### src/ats_pkg.sv
// Shared types, codes and the value-type classifier for the aux tag scanner.
// No dependencies; every other file uses this package by scoped names.
package ats_pkg;

   // Result status codes
   typedef enum logic [2:0] {
      ST_FOUND      = 3'd0,
      ST_END        = 3'd1,
      ST_TRUNC      = 3'd2,
      ST_UNTERM     = 3'd3,
      ST_BAD_TYPE   = 3'd4,
      ST_BAD_ELEM   = 3'd5
   } status_type;

   // Value class: fixed sizes are the byte count itself
   localparam logic [3:0] CLASS_BAD  = 4'd0;
   localparam logic [3:0] CLASS_SZ1  = 4'd1;
   localparam logic [3:0] CLASS_SZ2  = 4'd2;
   localparam logic [3:0] CLASS_SZ4  = 4'd4;
   localparam logic [3:0] CLASS_STR  = 4'd8;
   localparam logic [3:0] CLASS_ARR  = 4'd9;

   // Configuration register indexes
   localparam logic CSR_TAG_FIRST  = 1'b0;
   localparam logic CSR_TAG_SECOND = 1'b1;

   typedef struct packed {
      logic [7:0] first;
      logic [7:0] second;
   } tag_type;

   typedef struct packed {
      logic [7:0] vtype;
      logic [31:0] offset;
      status_type status;
   } result_type;

   function automatic logic [3:0] classify(input logic [7:0] t);
      logic [3:0] c;
      case (t)
         8'h41, 8'h63, 8'h43:        c = CLASS_SZ1; // A c C
         8'h73, 8'h53:               c = CLASS_SZ2; // s S
         8'h69, 8'h49, 8'h66:        c = CLASS_SZ4; // i I f
         8'h5A, 8'h48:               c = CLASS_STR; // Z H
         8'h42:                      c = CLASS_ARR; // B
         default:                    c = CLASS_BAD;
      endcase
      return c;
   endfunction

endpackage

### src/ats_scan_core.sv
// Per-record tag walk: scanner state registers and the one-byte step logic.
// Depends on ats_pkg (classifier, status codes, result and tag structs).
module ats_scan_core (
   input  logic               clock,
   input  logic               reset,
   input  logic               step,
   input  logic [7:0]         byte_val,
   input  logic               last,
   input  ats_pkg::tag_type   tag,
   output logic               emit,
   output ats_pkg::result_type result
);

   typedef enum logic [1:0] {
      MODE_HEADER,
      MODE_SKIP,
      MODE_STRING,
      MODE_ARRHDR
   } mode_type;

   mode_type    mode_ff, mode_in;
   logic [1:0]  hphase_ff, hphase_in;
   logic [7:0]  first_ff, first_in;
   logic [7:0]  second_ff, second_in;
   logic [31:0] pos_ff, pos_in;
   logic [31:0] start_ff, start_in;
   logic [34:0] skip_ff, skip_in;
   logic [31:0] strings_ff, strings_in;
   logic [2:0]  aphase_ff, aphase_in;
   logic [3:0]  kind_ff, kind_in;
   logic [31:0] count_ff, count_in;
   logic        given_ff, given_in;

   logic [3:0]  cls;
   logic [34:0] skip_dec;
   logic [31:0] count_full;
   logic [34:0] arr_bytes;
   logic [1:0]  lane;

   always_comb begin
      cls        = ats_pkg::classify(byte_val);
      skip_dec   = (skip_ff != '0) ? skip_ff - 35'd1 : skip_ff;
      count_full = {byte_val, count_ff[23:0]};
      lane       = aphase_ff[1:0] - 2'd1;
      case (kind_ff)
         ats_pkg::CLASS_SZ2: arr_bytes = {2'b00, count_full, 1'b0};
         ats_pkg::CLASS_SZ4: arr_bytes = {1'b0, count_full, 2'b00};
         default:            arr_bytes = {3'b000, count_full};
      endcase

      mode_in    = mode_ff;
      hphase_in  = hphase_ff;
      first_in   = first_ff;
      second_in  = second_ff;
      pos_in     = pos_ff + 32'd1;
      start_in   = start_ff;
      skip_in    = skip_ff;
      strings_in = strings_ff;
      aphase_in  = aphase_ff;
      kind_in    = kind_ff;
      count_in   = count_ff;
      given_in   = given_ff;
      emit       = 1'b0;
      result.status = ats_pkg::ST_END;
      result.offset = '0;
      result.vtype  = '0;

      if (!given_ff) begin
         case (mode_ff)
            MODE_HEADER: begin
               if (hphase_ff == 2'd0) begin
                  first_in  = byte_val;
                  start_in  = pos_ff;
                  hphase_in = 2'd1;
                  emit      = last;
               end else if (hphase_ff == 2'd1) begin
                  second_in = byte_val;
                  hphase_in = 2'd2;
                  emit      = last;
               end else begin
                  hphase_in = 2'd0;
                  if (first_ff == tag.first && second_ff == tag.second) begin
                     emit          = 1'b1;
                     result.status = ats_pkg::ST_FOUND;
                     result.offset = start_ff;
                     result.vtype  = byte_val;
                  end else if (cls == ats_pkg::CLASS_BAD) begin
                     emit          = 1'b1;
                     result.status = ats_pkg::ST_BAD_TYPE;
                  end else if (cls == ats_pkg::CLASS_STR) begin
                     if (last) begin
                        emit          = 1'b1;
                        result.status = ats_pkg::ST_UNTERM;
                     end else begin
                        mode_in    = MODE_STRING;
                        strings_in = 32'd1;
                     end
                  end else if (last) begin
                     emit          = 1'b1;
                     result.status = ats_pkg::ST_TRUNC;
                  end else if (cls == ats_pkg::CLASS_ARR) begin
                     mode_in   = MODE_ARRHDR;
                     aphase_in = 3'd0;
                     count_in  = '0;
                  end else begin
                     mode_in = MODE_SKIP;
                     skip_in = {31'd0, cls};
                  end
               end
            end
            MODE_SKIP: begin
               skip_in = skip_dec;
               if (skip_dec == '0) begin
                  mode_in = MODE_HEADER;
                  emit    = last;
               end else begin
                  emit          = last;
                  result.status = ats_pkg::ST_TRUNC;
               end
            end
            MODE_STRING: begin
               emit          = last;
               result.status = ats_pkg::ST_UNTERM;
               if (byte_val == 8'd0) begin
                  strings_in = (strings_ff != '0) ? strings_ff - 32'd1 : strings_ff;
                  if (strings_in == '0) begin
                     mode_in       = MODE_HEADER;
                     result.status = ats_pkg::ST_END;
                  end
               end
            end
            MODE_ARRHDR: begin
               if (aphase_ff == 3'd0) begin
                  kind_in       = cls;
                  aphase_in     = 3'd1;
                  emit          = last;
                  result.status = ats_pkg::ST_TRUNC;
               end else if (aphase_ff < 3'd4) begin
                  count_in      = count_ff | ({24'd0, byte_val} << {lane, 3'b000});
                  aphase_in     = aphase_ff + 3'd1;
                  emit          = last;
                  result.status = ats_pkg::ST_TRUNC;
               end else begin
                  // fifth header byte: count complete, element type checked now
                  count_in  = count_full;
                  aphase_in = 3'd0;
                  if (kind_ff == ats_pkg::CLASS_BAD || kind_ff == ats_pkg::CLASS_ARR) begin
                     emit          = 1'b1;
                     result.status = ats_pkg::ST_BAD_ELEM;
                  end else if (kind_ff == ats_pkg::CLASS_STR) begin
                     if (count_full == '0) begin
                        mode_in = MODE_HEADER;
                        emit    = last;
                     end else if (last) begin
                        emit          = 1'b1;
                        result.status = ats_pkg::ST_UNTERM;
                     end else begin
                        mode_in    = MODE_STRING;
                        strings_in = count_full;
                     end
                  end else begin
                     skip_in = arr_bytes;
                     if (arr_bytes == '0) begin
                        mode_in = MODE_HEADER;
                        emit    = last;
                     end else if (last) begin
                        emit          = 1'b1;
                        result.status = ats_pkg::ST_TRUNC;
                     end else begin
                        mode_in = MODE_SKIP;
                     end
                  end
               end
            end
            default: begin
               mode_in = MODE_HEADER;
            end
         endcase
      end

      if (emit) begin
         given_in = 1'b1;
      end

      if (last) begin
         mode_in    = MODE_HEADER;
         hphase_in  = '0;
         first_in   = '0;
         second_in  = '0;
         pos_in     = '0;
         start_in   = '0;
         skip_in    = '0;
         strings_in = '0;
         aphase_in  = '0;
         kind_in    = '0;
         count_in   = '0;
         given_in   = 1'b0;
      end
   end

   always_ff @(posedge clock) begin
      if (reset) begin
         mode_ff    <= MODE_HEADER;
         hphase_ff  <= '0;
         first_ff   <= '0;
         second_ff  <= '0;
         pos_ff     <= '0;
         start_ff   <= '0;
         skip_ff    <= '0;
         strings_ff <= '0;
         aphase_ff  <= '0;
         kind_ff    <= '0;
         count_ff   <= '0;
         given_ff   <= 1'b0;
      end else if (step) begin
         mode_ff    <= mode_in;
         hphase_ff  <= hphase_in;
         first_ff   <= first_in;
         second_ff  <= second_in;
         pos_ff     <= pos_in;
         start_ff   <= start_in;
         skip_ff    <= skip_in;
         strings_ff <= strings_in;
         aphase_ff  <= aphase_in;
         kind_ff    <= kind_in;
         count_ff   <= count_in;
         given_ff   <= given_in;
      end
   end

endmodule

### src/ats_out_fifo.sv
// Two-entry result buffer between the scan step and the result channel.
// Depends on ats_pkg (result struct).
module ats_out_fifo (
   input  logic               clock,
   input  logic               reset,
   input  logic               push,
   input  ats_pkg::result_type push_data,
   output logic               full,
   output logic               pop_valid,
   input  logic               pop_ready,
   output ats_pkg::result_type pop_data
);

   ats_pkg::result_type entry_ff [2];
   logic       wptr_ff, rptr_ff;
   logic [1:0] count_ff;
   logic       pop;

   assign full      = (count_ff == 2'd2);
   assign pop_valid = (count_ff != 2'd0);
   assign pop_data  = entry_ff[rptr_ff];
   assign pop       = pop_valid && pop_ready;

   always_ff @(posedge clock) begin
      if (push) begin
         entry_ff[wptr_ff] <= push_data;
      end
      if (reset) begin
         wptr_ff  <= 1'b0;
         rptr_ff  <= 1'b0;
         count_ff <= 2'd0;
      end else begin
         if (push) begin
            wptr_ff <= ~wptr_ff;
         end
         if (pop) begin
            rptr_ff <= ~rptr_ff;
         end
         if (push && !pop) begin
            count_ff <= count_ff + 2'd1;
         end else if (pop && !push) begin
            count_ff <= count_ff - 2'd1;
         end
      end
   end

endmodule

### src/aux_tag_scanner.sv
// Top level of the aux tag scanner: input register, tag registers, ports.
// Depends on ats_pkg, ats_scan_core and ats_out_fifo.
//
// Usage: stream one record's auxiliary bytes on req_ (one byte per beat,
// req_tlast on the final byte). Each record gives at most one beat on rsp_:
// status, the tag's byte offset and its type byte. Bytes after the result
// beat up to req_tlast are consumed and dropped.
// The tag searched for is set through csr_ (index 0 first character,
// index 1 second); write it only while no record is in flight.
// Throughput: one byte per cycle while the result buffer is not full; each byte is a
// single state update of the scan core between the input register and the result buffer.
// Path: input register, then result buffer, which drives the result beat on rsp_.
// Stall: a two-entry result buffer holds results while rsp_tready is low;
// when it is full the input register holds and req_tready drops.
// Reset: clears scan state, buffers and both tag characters to zero.
module aux_tag_scanner (
   input  logic        clock,
   input  logic        reset,
   input  logic        req_tvalid,
   output logic        req_tready,
   input  logic [7:0]  req_tdata,   // [7:0] aux_byte
   input  logic        req_tlast,   // last_byte
   output logic        rsp_tvalid,
   input  logic        rsp_tready,
   output logic [47:0] rsp_tdata,   // [2:0] status, [34:3] tag_offset, [42:35] value_type
   input  logic        csr_valid,
   output logic        csr_ready,
   input  logic        csr_index,
   input  logic [7:0]  csr_data
);

   logic               in_valid_ff;
   logic [7:0]         in_byte_ff;
   logic               in_last_ff;
   ats_pkg::tag_type   tag_ff;
   logic               step;
   logic               emit;
   logic               fifo_full;
   ats_pkg::result_type result;
   ats_pkg::result_type out_data;

   assign step       = in_valid_ff && !fifo_full;
   assign req_tready = !in_valid_ff || step;
   assign csr_ready  = 1'b1;

   always_ff @(posedge clock) begin
      if (req_tvalid && req_tready) begin
         in_byte_ff <= req_tdata;
         in_last_ff <= req_tlast;
      end
      if (reset) begin
         in_valid_ff <= 1'b0;
         tag_ff      <= '0;
      end else begin
         if (req_tready) begin
            in_valid_ff <= req_tvalid;
         end
         if (csr_valid) begin
            case (csr_index)
               ats_pkg::CSR_TAG_FIRST:  tag_ff.first  <= csr_data;
               ats_pkg::CSR_TAG_SECOND: tag_ff.second <= csr_data;
               default:                 tag_ff        <= tag_ff;
            endcase
         end
      end
   end

   ats_scan_core u_core (
      .clock    (clock),
      .reset    (reset),
      .step     (step),
      .byte_val (in_byte_ff),
      .last     (in_last_ff),
      .tag      (tag_ff),
      .emit     (emit),
      .result   (result)
   );

   ats_out_fifo u_out (
      .clock     (clock),
      .reset     (reset),
      .push      (step && emit),
      .push_data (result),
      .full      (fifo_full),
      .pop_valid (rsp_tvalid),
      .pop_ready (rsp_tready),
      .pop_data  (out_data)
   );

   assign rsp_tdata = {5'd0, out_data.vtype, out_data.offset, out_data.status};

endmodule
### config.mk
export PLATFORM = sky130hd
export DESIGN_NAME = aux_tag_scanner
export DESIGN_NICKNAME = d
export VERILOG_FILES = /design/src/ats_pkg.sv /design/src/ats_scan_core.sv /design/src/ats_out_fifo.sv /design/src/aux_tag_scanner.sv
export SDC_FILE = /design/constraint.sdc
export NUM_CORES = 1
export LEC_CHECK = 0
export BUFFER_PORTS_ARGS = -buffer_cell sky130_fd_sc_hd__buf_2
export CAP_MARGIN = 0
export CORE_MARGIN = 8
export CORE_UTILIZATION = 40
export DETAILED_ROUTE_END_ITERATION = 10
export PLACE_DENSITY_LB_ADDON = 0.05
export SETUP_SLACK_MARGIN = 0.15
export SYNTH_ARGS = -nofsm -noshare
export SYNTH_HDL_FRONTEND = slang
export SYNTH_SLANG_ARGS = --single-unit
export TNS_END_PERCENT = 100
### constraint.sdc
create_clock -name clock -period 4.3 [get_ports clock]
set_input_delay 0.43 -clock clock [delete_from_list [all_inputs] [get_ports clock]]
set_output_delay 0.43 -clock clock [all_outputs]
set_load 0.02 [all_outputs]
======== After elaboration in Yosys (flattened, before gate mapping) ========
Memory sizes are Yosys's and may differ from the RTL's. A register that Yosys moved wholly into a read port is not among the register bits.
Cells that the tools add are included.
word-level totals
  input bits .............................. 23
  register bits after elaboration ......... 221
  memories kept ........................... 1
  word-level logic and storage cells ...... 268
  output and inout bits ................... 51
  bits in writable memories ............... 86
memories
  memory          depth  bits a word  read ports  clocked after Yosys merged registers in  write ports  line                text
  u_out.entry_ff  2      43           1           1                                        1            ats_out_fifo.sv:14  ats_pkg::result_type entry_ff [2];
cells by class
  magnitude comparators ................... 1
  shift operators ......................... 1
  reductions and logical operators ........ 54
  mux-type cells .......................... 135
  bitwise gates (word level) .............. 4
  add/sub/neg operators ................... 7
  equal/unequal tests ..................... 44
operators by type and width
  operator                                             number
  two-way mux 32 bit                                   29
  two-way mux 35 bit                                   13
  two-way mux 43 bit                                   3
  case mux 35 bit (3 select lines)                     1
  case mux 32 bit (3 select lines)                     1
  equality test 8 x 7 -> 1 bit, second input constant  11
  two-way mux 40 bit                                   2
  two-way mux 8 bit                                    9
  logical NOT 35 bit                                   2
  case mux 34 bit (2 select lines)                     1
  logical NOT 32 bit                                   2
  case mux 32 bit (2 select lines)                     1
  two-way mux 3 bit                                    19
  two-way mux 2 bit                                    28
  nonzero test 35 bit                                  1
  subtractor 35 x 1 -> 35 bit, second input constant   1
  != test 3 bit, second input constant                 11
  adder 32 x 1 -> 32 bit, second input constant        1
  bitwise OR 32 bit                                    1
  nonzero test 32 bit                                  1
  << shifter 8 x 5 -> 32 bit                           1
  subtractor 32 x 1 -> 32 bit, second input constant   1
  != test 3 x 2 -> 1 bit, second input constant        7
  case mux 4 bit (5 select lines)                      1
  other kinds (40)                                     98

======== Depth between registers and ports, before layout ========
Gate-level depths: netlist of the first run.
  depth in word-level cells ............... 15
  mapped depth ............................ 14
  mapped depth without buffers ............ 11

======== Hierarchy ========
From an unflattened synthesis of the first run, not the netlist that was laid out.
unflattened totals
  cells, all modules ...................... 1,834
  area, all modules ....................... 16,072.9 sq um
by module, submodules not included
  module           area each (sq um)  times used  cells an instance
  ats_scan_core    11,701.2           1           1,591
  ats_out_fifo     3,313.2            1           156
  aux_tag_scanner  1,058.5            1           87

======== Worst setup path before layout of the first run ========
No wires, ideal clock.
  kind .................................... flip-flop to flip-flop
  start point ............................. register in_byte_ff[2]
  end point ............................... memory u_out.entry_ff[0][0] (netlist bit) (enable)
  path slack .............................. 0.012 ns
  cell stages (with the launch flop) ...... 9
  data required time ...................... 3.851 ns
  library setup time ...................... 0.449 ns
  data arrival time ....................... 3.839 ns
  path through ............................ edfxtp_1 > clkbuf_1 > nand4bb_1 > o21ai_0 > nor3b_1 > o41a_1 > nand2b_1 > a21oi_1 > nor2b_1
on the way
  longest elaborated chain between the ends .. 13
  elaborated cells between the ends (all ways) .. 35
ends and longest elaborated chain
  item                                                      line                   text
  from (decl)                                               aux_tag_scanner.sv:33  logic [7:0] in_byte_ff;
  from (signal assigned)                                    aux_tag_scanner.sv:48  in_byte_ff <= req_tdata;
  equality test 8 x 7 -> 1 bit                              ats_pkg.sv:40          case (t)
  OR reduction 3 bit or OR reduction 2 bit (tied branches)  ats_pkg.sv:40
  case mux 4 bit (5 select lines)                           ats_pkg.sv:40
  logical NOT 4 bit                                         ats_scan_core.sv:87    end else if (cls == ats_pkg::CLASS_BAD) begin
  two-way mux 1 bit                                         ats_scan_core.sv:87
  two-way mux 1 bit                                         ats_scan_core.sv:82    if (first_ff == tag.first && second_ff == tag.second) begin
  two-way mux 1 bit                                         ats_scan_core.sv:76    end else if (hphase_ff == 2'd1) begin
  two-way mux 1 bit                                         ats_scan_core.sv:71    if (hphase_ff == 2'd0) begin
  case mux 1 bit (3 select lines) *                         ats_scan_core.sv:69    case (mode_ff)
  two-way mux 1 bit *                                       ats_scan_core.sv:68    if (!given_ff) begin
  logical AND 1 bit *                                       aux_tag_scanner.sv:82  .push (step && emit),
  named net u_out.push                                      ats_out_fifo.sv:6      input logic push,
  two-way mux 1 bit *                                       ats_out_fifo.sv:25     if (push) begin
  two-way mux 1 bit (not written as such) *                 ats_out_fifo.sv:26     entry_ff[wptr_ff] <= push_data;
  to (decl)                                                 ats_out_fifo.sv:14
The timed path passes the listed nets; every way through them passes the cells marked *.

======== Final worst setup path of the first run ========
  start point ............................. register u_core.strings_ff[0]
  end point ............................... register u_core.mode_ff[0]
on the way
  longest elaborated chain between the ends .. 5
  elaborated cells between the ends (all ways) .. 6
ends and longest elaborated chain
  item                                                                line                  text
  from (decl)                                                         ats_scan_core.sv:28   logic [31:0] strings_ff, strings_in;
  from (signal assigned)                                              ats_scan_core.sv:223  strings_ff <= strings_in;
  subtractor 32 x 1 -> 32 bit or nonzero test 32 bit (tied branches)  ats_scan_core.sv:125  strings_in = (strings_ff != '0) ? strings_ff - 32'd1 : strings_ff;
  two-way mux 32 bit *                                                ats_scan_core.sv:125
  logical NOT 32 bit *                                                ats_scan_core.sv:126  if (strings_in == '0) begin
  != test 3 x 2 -> 1 bit (no source line) *                           -
  AND reduction 12 bit (no source line) *                             -
  to (signal assigned)                                                ats_scan_core.sv:216  mode_ff <= mode_in;
  to (decl)                                                           ats_scan_core.sv:21   mode_type mode_ff, mode_in;
Every way passes the cells marked *; elsewhere a longest branch is shown, timed or not.
A chain may end at the register's enable or synchronous reset.

==> results.md, run 1 <==
- Nets@finish: roughly 1,900
- Post-synthesis sequential area ratio: a little over two fifths
- Setup Fix Bufs, Post-CTS: 0
- Avg Cell Area, Syn: ~8.7 um2
- Pin count of the biggest net entering global routing: 60
- CORE AREA: around 40,000 um2
- Max Clock Skew: 0.0118 ns
- Period minus WS final: approximately 3.9 ns
- EDFF count, synth: 95
- Critical Path Start Type: flip-flop
- Root buffer cell: clkbuf_16
- Final hold vios: 0
- Layout cells sized above 1: approximately 14%
- Fin area: between 15,000 and 20,000 um2
- CP endpoint kind: flip-flop
- Slew @ Worst Pin: between 1 and 1.5 ns
- Hold depth: 1
- Synthesis-to-finish area growth: 13.0%
- RSZ-0062 raised after global routing: false
- # rows: between 70 and 80
- Inserted Diodes: 0
- Worst Path Max Fanout: 8
- Worst hold path type: input port to flip-flop
- Clk_lat worst skew: ~0.54 ns
- DRC viols: 0
- Post-cts sizing count: 0
- Post-synth design cell area: 16,000 um2
- Drt initial violations: between 1,000 and 1,500
- Final Max Tran Viols: 0
- Yosys warns: 0
- Via count: approximately 14,000
- Seq cells post-synth: 300
- Reg2Reg Depth: 11
- CTS Buffer Depth: 3
- DR WL/cell: about 21 um
- Highest clock rate: roughly 260 MHz
- Worst hold endpoint: in_byte_ff[6]$_DFFE_PP_
- I/O Pins: 74
- Inst Count DP: ~2,300
- Die outline width: ~220 um
- # port buffers: between 60 and 70
- Initial antenna violation count: 0
- Area leader, netlist: dfxtp_1
- Max cap viols: 0
- Finish-stage setup viols: 0
- Top cells by area, synth: dfxtp_1 (26%), edfxtp_1 (18%), nor2_1 (5.4%)
- Hold-fix buffers, CTS: 0
- CP Class: flip-flop to flip-flop
- Worst EP arrival: approximately 4.3 ns
- Die footprint: approximately 47,000 um2
- First-pass GRT wire length: 77.7 mm
- Post-DP HPWL: roughly 34 mm
- Worst vdd ir: 281 uV
- Total CTS buffers: 35
- Synth cell types: 87
- Async SR Flop Fraction: 0%
- Dpl cell area: 16,900 um2
- Main flop type after synthesis: dfxtp_1
- Synth top area share: 25.7%
- Worst-path clk slew: 0.06 ns
- Starting Density: between 40 and 50%
- Power density over cell area: 445 nW/um2
- Worst reg2reg setup slack: 0.43 ns
- RR Endpoint: u_core.mode_ff[0]$_SDFFE_PP0P_
- Routed Antenna Nets: 0
- GRT Residual Overflow: 0
- CTS sink cnt: 300
- Clock tree from TritonCTS: built
- CTS H-tree depth: 2
- Pleak: roughly 0.0066 uW
- R2r startpoint: u_core.strings_ff[0]$_SDFFE_PP0P_
- Relative slew margins: between 20% and 30%
- Final Non-Filler Cells: ~2,400
- Vias in the first global route: ~13,000
- Setup TNS: 0 ns
- Outcome: finished, final reports clean
- WL final: 49.3 mm
- Initial DRT Pass Iterations: 5
- WP data required: ~4.7 ns
- Via density: roughly 5.8
- Period utilization: 89.9%
- Cells after Synth: around 1,800
- Hold Path Origin: req_tdata[6]
- GP Congestion: a little over 0.9
- GR Util All Layers: between 20% and 30%
- DIE HEIGHT: between 200 and 250 um
## cells in the mapped netlist, drive strengths merged (18+ instances only)
master and instances:
nor2 231, dfxtp 205, clkbuf 133, a21oi 117, nand2 116, o21ai 103, edfxtp 95, nor3 78
a22oi 67, xor2 51, mux2 46, nand3 46, and2 45, or3 43, nor4 33, xnor2 28
inv 26, buf 25, a211oi 22, nand4 22, nor2b 20, nand2b 19, a22o 18, mux2i 18
## report_power, final
| group | internal [uW] | switching (uW) |
|---|---|---|
| clock network | 1770 | 1200 |
| registers | 3020 | 166 |
| logic | 717 | 1170 |
| total | 5510 | 2530 |
## how the worst max path moves through the flow
stage / start / to / cells past startpoint
after global placement: u_core.skip_ff[26]$_SDFFE_PP0P_ / u_core.mode_ff[1]$_SDFFE_PP0P_ / 9
after CTS: u_core.strings_ff[0]$_SDFFE_PP0P_ / u_core.mode_ff[0]$_SDFFE_PP0P_ / 11
after floorplan: in_byte_ff[2]$_DFFE_PP_ / u_out.entry_ff[0][0]$_DFFE_PP_ / 8
final: u_core.strings_ff[0]$_SDFFE_PP0P_ / u_core.mode_ff[0]$_SDFFE_PP0P_ / 11
after global routing: u_core.strings_ff[0]$_SDFFE_PP0P_ / u_core.mode_ff[1]$_SDFFE_PP0P_ / 11
after detailed placement: u_core.strings_ff[0]$_SDFFE_PP0P_ / u_core.mode_ff[0]$_SDFFE_PP0P_ / 11
## placed cells by master, fill, tap and decap left out, types with 8 or more instances in the layout
cell	instances
a221oi_1	16
or4_1	12
nand3_1	45
mux2_2	44
ha_1	11
and2_1	44
o221ai_1	16
o211ai_1	15
or2_2	8
a21o_1	9
dfxtp_1	203
buf_2	66
or3_1	43
a22oi_1	67
and3_1	12
nor3_1	73
inv_1	26
xor2_1	51
mux2i_1	18
xnor2_1	28
edfxtp_1	95
a211oi_1	22
nor4_1	32
o22ai_1	12
nor3b_1	12
nand2b_1	19
buf_4	61
nor2_1	229
o32ai_1	9
o21ai_0	101
a21oi_1	116
nor2b_1	19
clkbuf_1	9
a22o_1	18
clkbuf_16	37
clkinv_2	8
nand4_1	21
nand2_1	116
## layer usage
metal  track usage [%]  wire length, um
met5                 0                0
met4              6.56             1400
met3              3.97             2770
met2              32.4            22300
met1              28.0            22900
## stage by stage
| stage | utilization (%) | total power [uW] | hold slack (ns) | setup slack, ns |
|---|---|---|---|---|
| after global placement | 42.7 | 5140 | 0.462 | 0.521 |
| after detailed placement | 42.7 | 5130 | 0.464 | 0.537 |
| final | 45.6 | 8050 | 0.0672 | 0.433 |
| after floorplan | - | 4530 | 0.448 | 0.815 |
| after global routing | 45.6 | 8440 | 0.0440 | 0.164 |
| after CTS | 45.6 | 8140 | 0.0373 | 0.485 |
## worst max-delay path: stages, from the launching register on
cell and delay [ns]:
dfxtp_1 0.37, inv_1 0.12, ha_1 0.33, or4b_1 0.52, or4_1 0.45, a21o_1 0.25
nor4_1 0.25, xor2_1 0.14, nor4_1 0.36, nand4_2 0.25, a221oi_2 0.36, mux2_1 0.35
## registers in the layout (all words and copies together), names as in the netlist, named ones only
register,count
u_core.first_ff,8
in_byte_ff,8
u_core.kind_ff,4
tag_ff,16
u_out.wptr_ff,1
u_core.count_ff,24
u_core.second_ff,8
in_valid_ff,1
in_last_ff,1
u_core.start_ff,32
u_out.rptr_ff,1
u_core.pos_ff,32
u_out.entry_ff,86
u_core.aphase_ff,3
u_core.strings_ff,32
u_core.mode_ff,2
u_core.skip_ff,35
u_core.hphase_ff,2
u_out.count_ff,2
u_core.given_ff,1
## area by class of cell
class                      instances  area, um2
sequential                       300       6960
timing repair buffer             130        848
tap                              525        657
multi-input combinational       1352       8370
fill                            3876      21600
inverter                          26       97.6
clock inverter                    14        136
clock buffer                      50       1010
## logic make-up after synthesis
group	Yosys count	synth area share [%]
compound gates	464	19.4
xor+xnor	79	4.33
fa+ha+maj	11	0.860
buf+inv	184	4.60
flops	300	43.5
mux	64	4.36
other cells	2	0.0470
simple gates	728	23.0
(Power assumes the default switching activity.)
==> run 2: changes to the inputs <==
--- a/config.mk
+++ b/config.mk
@@ -7,6 +7,7 @@
 export LEC_CHECK = 0
 export BUFFER_PORTS_ARGS = -buffer_cell sky130_fd_sc_hd__buf_2
 export CAP_MARGIN = 0
+export CORE_ASPECT_RATIO = 1.1
 export CORE_MARGIN = 8
 export CORE_UTILIZATION = 40
 export DETAILED_ROUTE_END_ITERATION = 10
@@ -15,4 +16,3 @@
 export SYNTH_ARGS = -nofsm -noshare
 export SYNTH_HDL_FRONTEND = slang
 export SYNTH_SLANG_ARGS = --single-unit
-export TNS_END_PERCENT = 100
==> results.md, run 2 (synthesis gave the netlist of run 1 again) <==
- Clock network power share: 36.8% (-0.2 points)
- # port buffers: 67 (unchanged)
- Outcome: finished, final reports clean
- Final hold vios: 0 (unchanged)
- Multi-input logic area: 8390 um2 (+0.27%)
- WP data required: 4.73 ns (about the same)
- Net Sw Frac: 31.4% (-0.099 points)
- Relative slew margins: 13.4% (-15 points)
- Clk_lat worst skew: 0.53 ns (about the same)
- GRT Residual Overflow: 0 (unchanged)
- DR WL/cell: 20.6 um (about the same)
- CTS Buffer Depth: 3 (unchanged)
- Top flop regs: u_out.entry_ff x86, u_core.skip_ff x35
- Hold depth: 1 (unchanged)
- Inst Count DP: 2,312 (-0.90%)
- Combinational share of power: 23.4% (about the same)
- Vias in the first global route: 13,100 (-0.18%)
- Int Pwr: 5480 uW (-0.57%)
- Worst-path clk slew: 0.06 ns (about the same)
- Max cap viols: 0 (unchanged)
- Critical-path top delay cell: nor4_1
- CTS H-tree depth: 2 (unchanged)
- Commonest non-fill, non-tap cell in the layout: nor2_1
- Total CTS buffers: 35 (unchanged)
- Setup TNS: 0 ns (unchanged)
- Hold-fix buffers, CTS: 0 (unchanged)
- Initial DRT Pass Iterations: 6 (+1)
- Highest clock rate: 260 MHz (+0.40%)
- Switch Pwr: 2510 uW (-1.0%)
- CP endpoint kind: flip-flop
- Starting Density: 40.2% (-0.15 points)
- Hold Path Origin: req_tdata[7]
- Register share of total power: 39.8% (+0.2 points)
- Max reg flops: 86 (unchanged)
- Total power: 7990 uW (-0.71%)
- Via density: 5.89 (+1.4%)
- Root buffer cell: clkbuf_16
- CP Class: flip-flop to flip-flop
- Finished Core Util: 45.2% (-0.39 points)
- Finish-stage setup viols: 0 (unchanged)
- Inserted Diodes: 0 (unchanged)
- Reg area: 6960 um2 (unchanged)
- Pleak: 0.00663 uW (-0.14%)
- Nets@finish: 1,870 (-0.48%)
- Max Clock Skew: 0.0168 ns (+0.00493 ns)
- # fillers: 3,908 (+0.83%)
- CTS sink cnt: 300 (unchanged)
- Worst hold path type: input port to flip-flop
- GR Util All Layers: 20.6% (+0.11 points)
- Die footprint: 46,700 um2 (about the same)
- # rows: 77 (+5.5%)
- First-pass GRT wire length: 76.6 mm (-1.5%)
- CORE AREA: 39,800 um2 (+0.38%)
- Die outline width: 207 um (-4.3%)
- Period minus WS final: 3.85 ns (-0.0152 ns)
- Routed Antenna Nets: 0 (unchanged)
- RSZ-0062 raised after global routing: false
- Reg2Reg Depth: 10 (-1)
- I/O Pins: 74 (unchanged)
- Clock tree from TritonCTS: built
- Most frequent cells in the layout: nor2_1 (229), dfxtp_1 (203), nand2_1 (116), a21oi_1 (116), o21ai_0 (101)
- Post-DP HPWL: 33.9 mm (-1.6%)
- Power density over cell area: 444 nW/um2 (-0.23%)
- WL final: 48.9 mm (-0.79%)
- Worst Path Max Fanout: 59 (+51)
- Slew @ Worst Pin: 1.30 ns (+0.222 ns)
- R2r startpoint: u_core.kind_ff[1]$_SDFFE_PP0P_
- Via count: 14,000 (+0.49%)
- RR Endpoint: u_core.strings_ff[1]$_SDFFE_PP0P_
- Period utilization: 89.6% (-0.35 points)
- Worst reg2reg setup slack: 0.45 ns (+0.02 ns)
- Largest register by flop count: u_out.entry_ff
- Layout cells sized above 1: 13.5% (-0.63 points)
- Pin count of the biggest net entering global routing: 81 (+35%)
- GP Congestion: 0.887 (-3.7%)
- Final Max Tran Viols: 0 (unchanged)
- CP max stage delay: 0.60 ns (+0.08 ns)
- DIE HEIGHT: 226 um (+4.5%)
- Worst path cell trace: nor2b_1, nand2_1, o221a_2, a2111o_1, nor4_1, a21oi_1, o221ai_4, buf_12, a221oi_1, a211oi_1
- Worst EP arrival: 4.29 ns (about the same)
- Worst hold endpoint: in_byte_ff[7]$_DFFE_PP_
- Worst vdd ir: 222 uV (-21%)
- Synthesis-to-finish area growth: 12.5%
- Final Non-Filler Cells: 2,376 (-0.88%)
- DRC viols: 0 (unchanged)
- Critical Path Start Type: flip-flop
- Drt initial violations: 1,060 (-5.1%)
- Initial antenna violation count: 0 (unchanged)
==> run 2: layout make-up <==
class / instances / share of cell area, %
multi-input combinational: 1352 / 46.6
sequential: 300 / 38.7
clock buffer: 50 / 5.36
timing repair buffer: 121 / 4.34
tap: 513 / 3.57
clock inverter: 14 / 0.890
inverter: 26 / 0.542
==> run 2: worst max-delay path by stage <==
stage                                   start                                 to  slack (ns)  depth (start not counted)
2_1_floorplan         in_byte_ff[2]$_DFFE_PP_     u_out.entry_ff[0][0]$_DFFE_PP_        0.82                          8
3_3_place_gp   u_core.skip_ff[0]$_SDFFE_PP0P_     u_core.mode_ff[1]$_SDFFE_PP0P_        0.13                         11
3_5_place_dp   u_core.skip_ff[0]$_SDFFE_PP0P_     u_core.mode_ff[0]$_SDFFE_PP0P_         0.1                         11
4_1_cts        u_core.skip_ff[0]$_SDFFE_PP0P_     u_core.mode_ff[1]$_SDFFE_PP0P_        0.41                         12
5_1_grt        u_core.skip_ff[0]$_SDFFE_PP0P_     u_core.mode_ff[1]$_SDFFE_PP0P_        0.21                         11
6_report       u_core.kind_ff[1]$_SDFFE_PP0P_  u_core.strings_ff[1]$_SDFFE_PP0P_        0.45                         10
==> run 2: power by group through the flow <==
stage,clock [uW],combinational (uW),sequential (uW)
6_report,2940,1870,3180
5_1_grt,3130,2050,3200
4_1_cts,3030,1880,3180
3_5_place_dp,0,1860,3240
3_3_place_gp,0,1870,3240
2_1_floorplan,0,1400,3130
==> run 2: repair_timing <==
action | CTS | global route
buffers inserted | 0 | 0
gates resized for setup | 1 | 2
pin swaps | 0 | 1
gates cloned | 0 | 0
setup endpoints to repair | 2 | 2
==> run 2: critical path: cells and delay by family (launching register included) <==
kind | cells | cell delay, ns
buf+inv | 1 | 0.28
compound gates | 6 | 1.61
flops | 1 | 0.43
simple gates | 3 | 1.41
==> run 2: stage by stage <==
step,hold WS (ns),area [um2],setup slack (ns)
final,0.0816,18000,0.448
after floorplan,0.448,16000,0.815
after global routing,0.0676,18000,0.215
after CTS,0.0595,18000,0.408
after global placement,0.461,16800,0.126
after detailed placement,0.462,16800,0.0998
==> run 2: metal layers <==
layer	global-route usage, %	wire (um)
met1	27.6	22000
met2	34.2	23300
met3	2.37	2120
met4	7.08	1530
met5	0	0
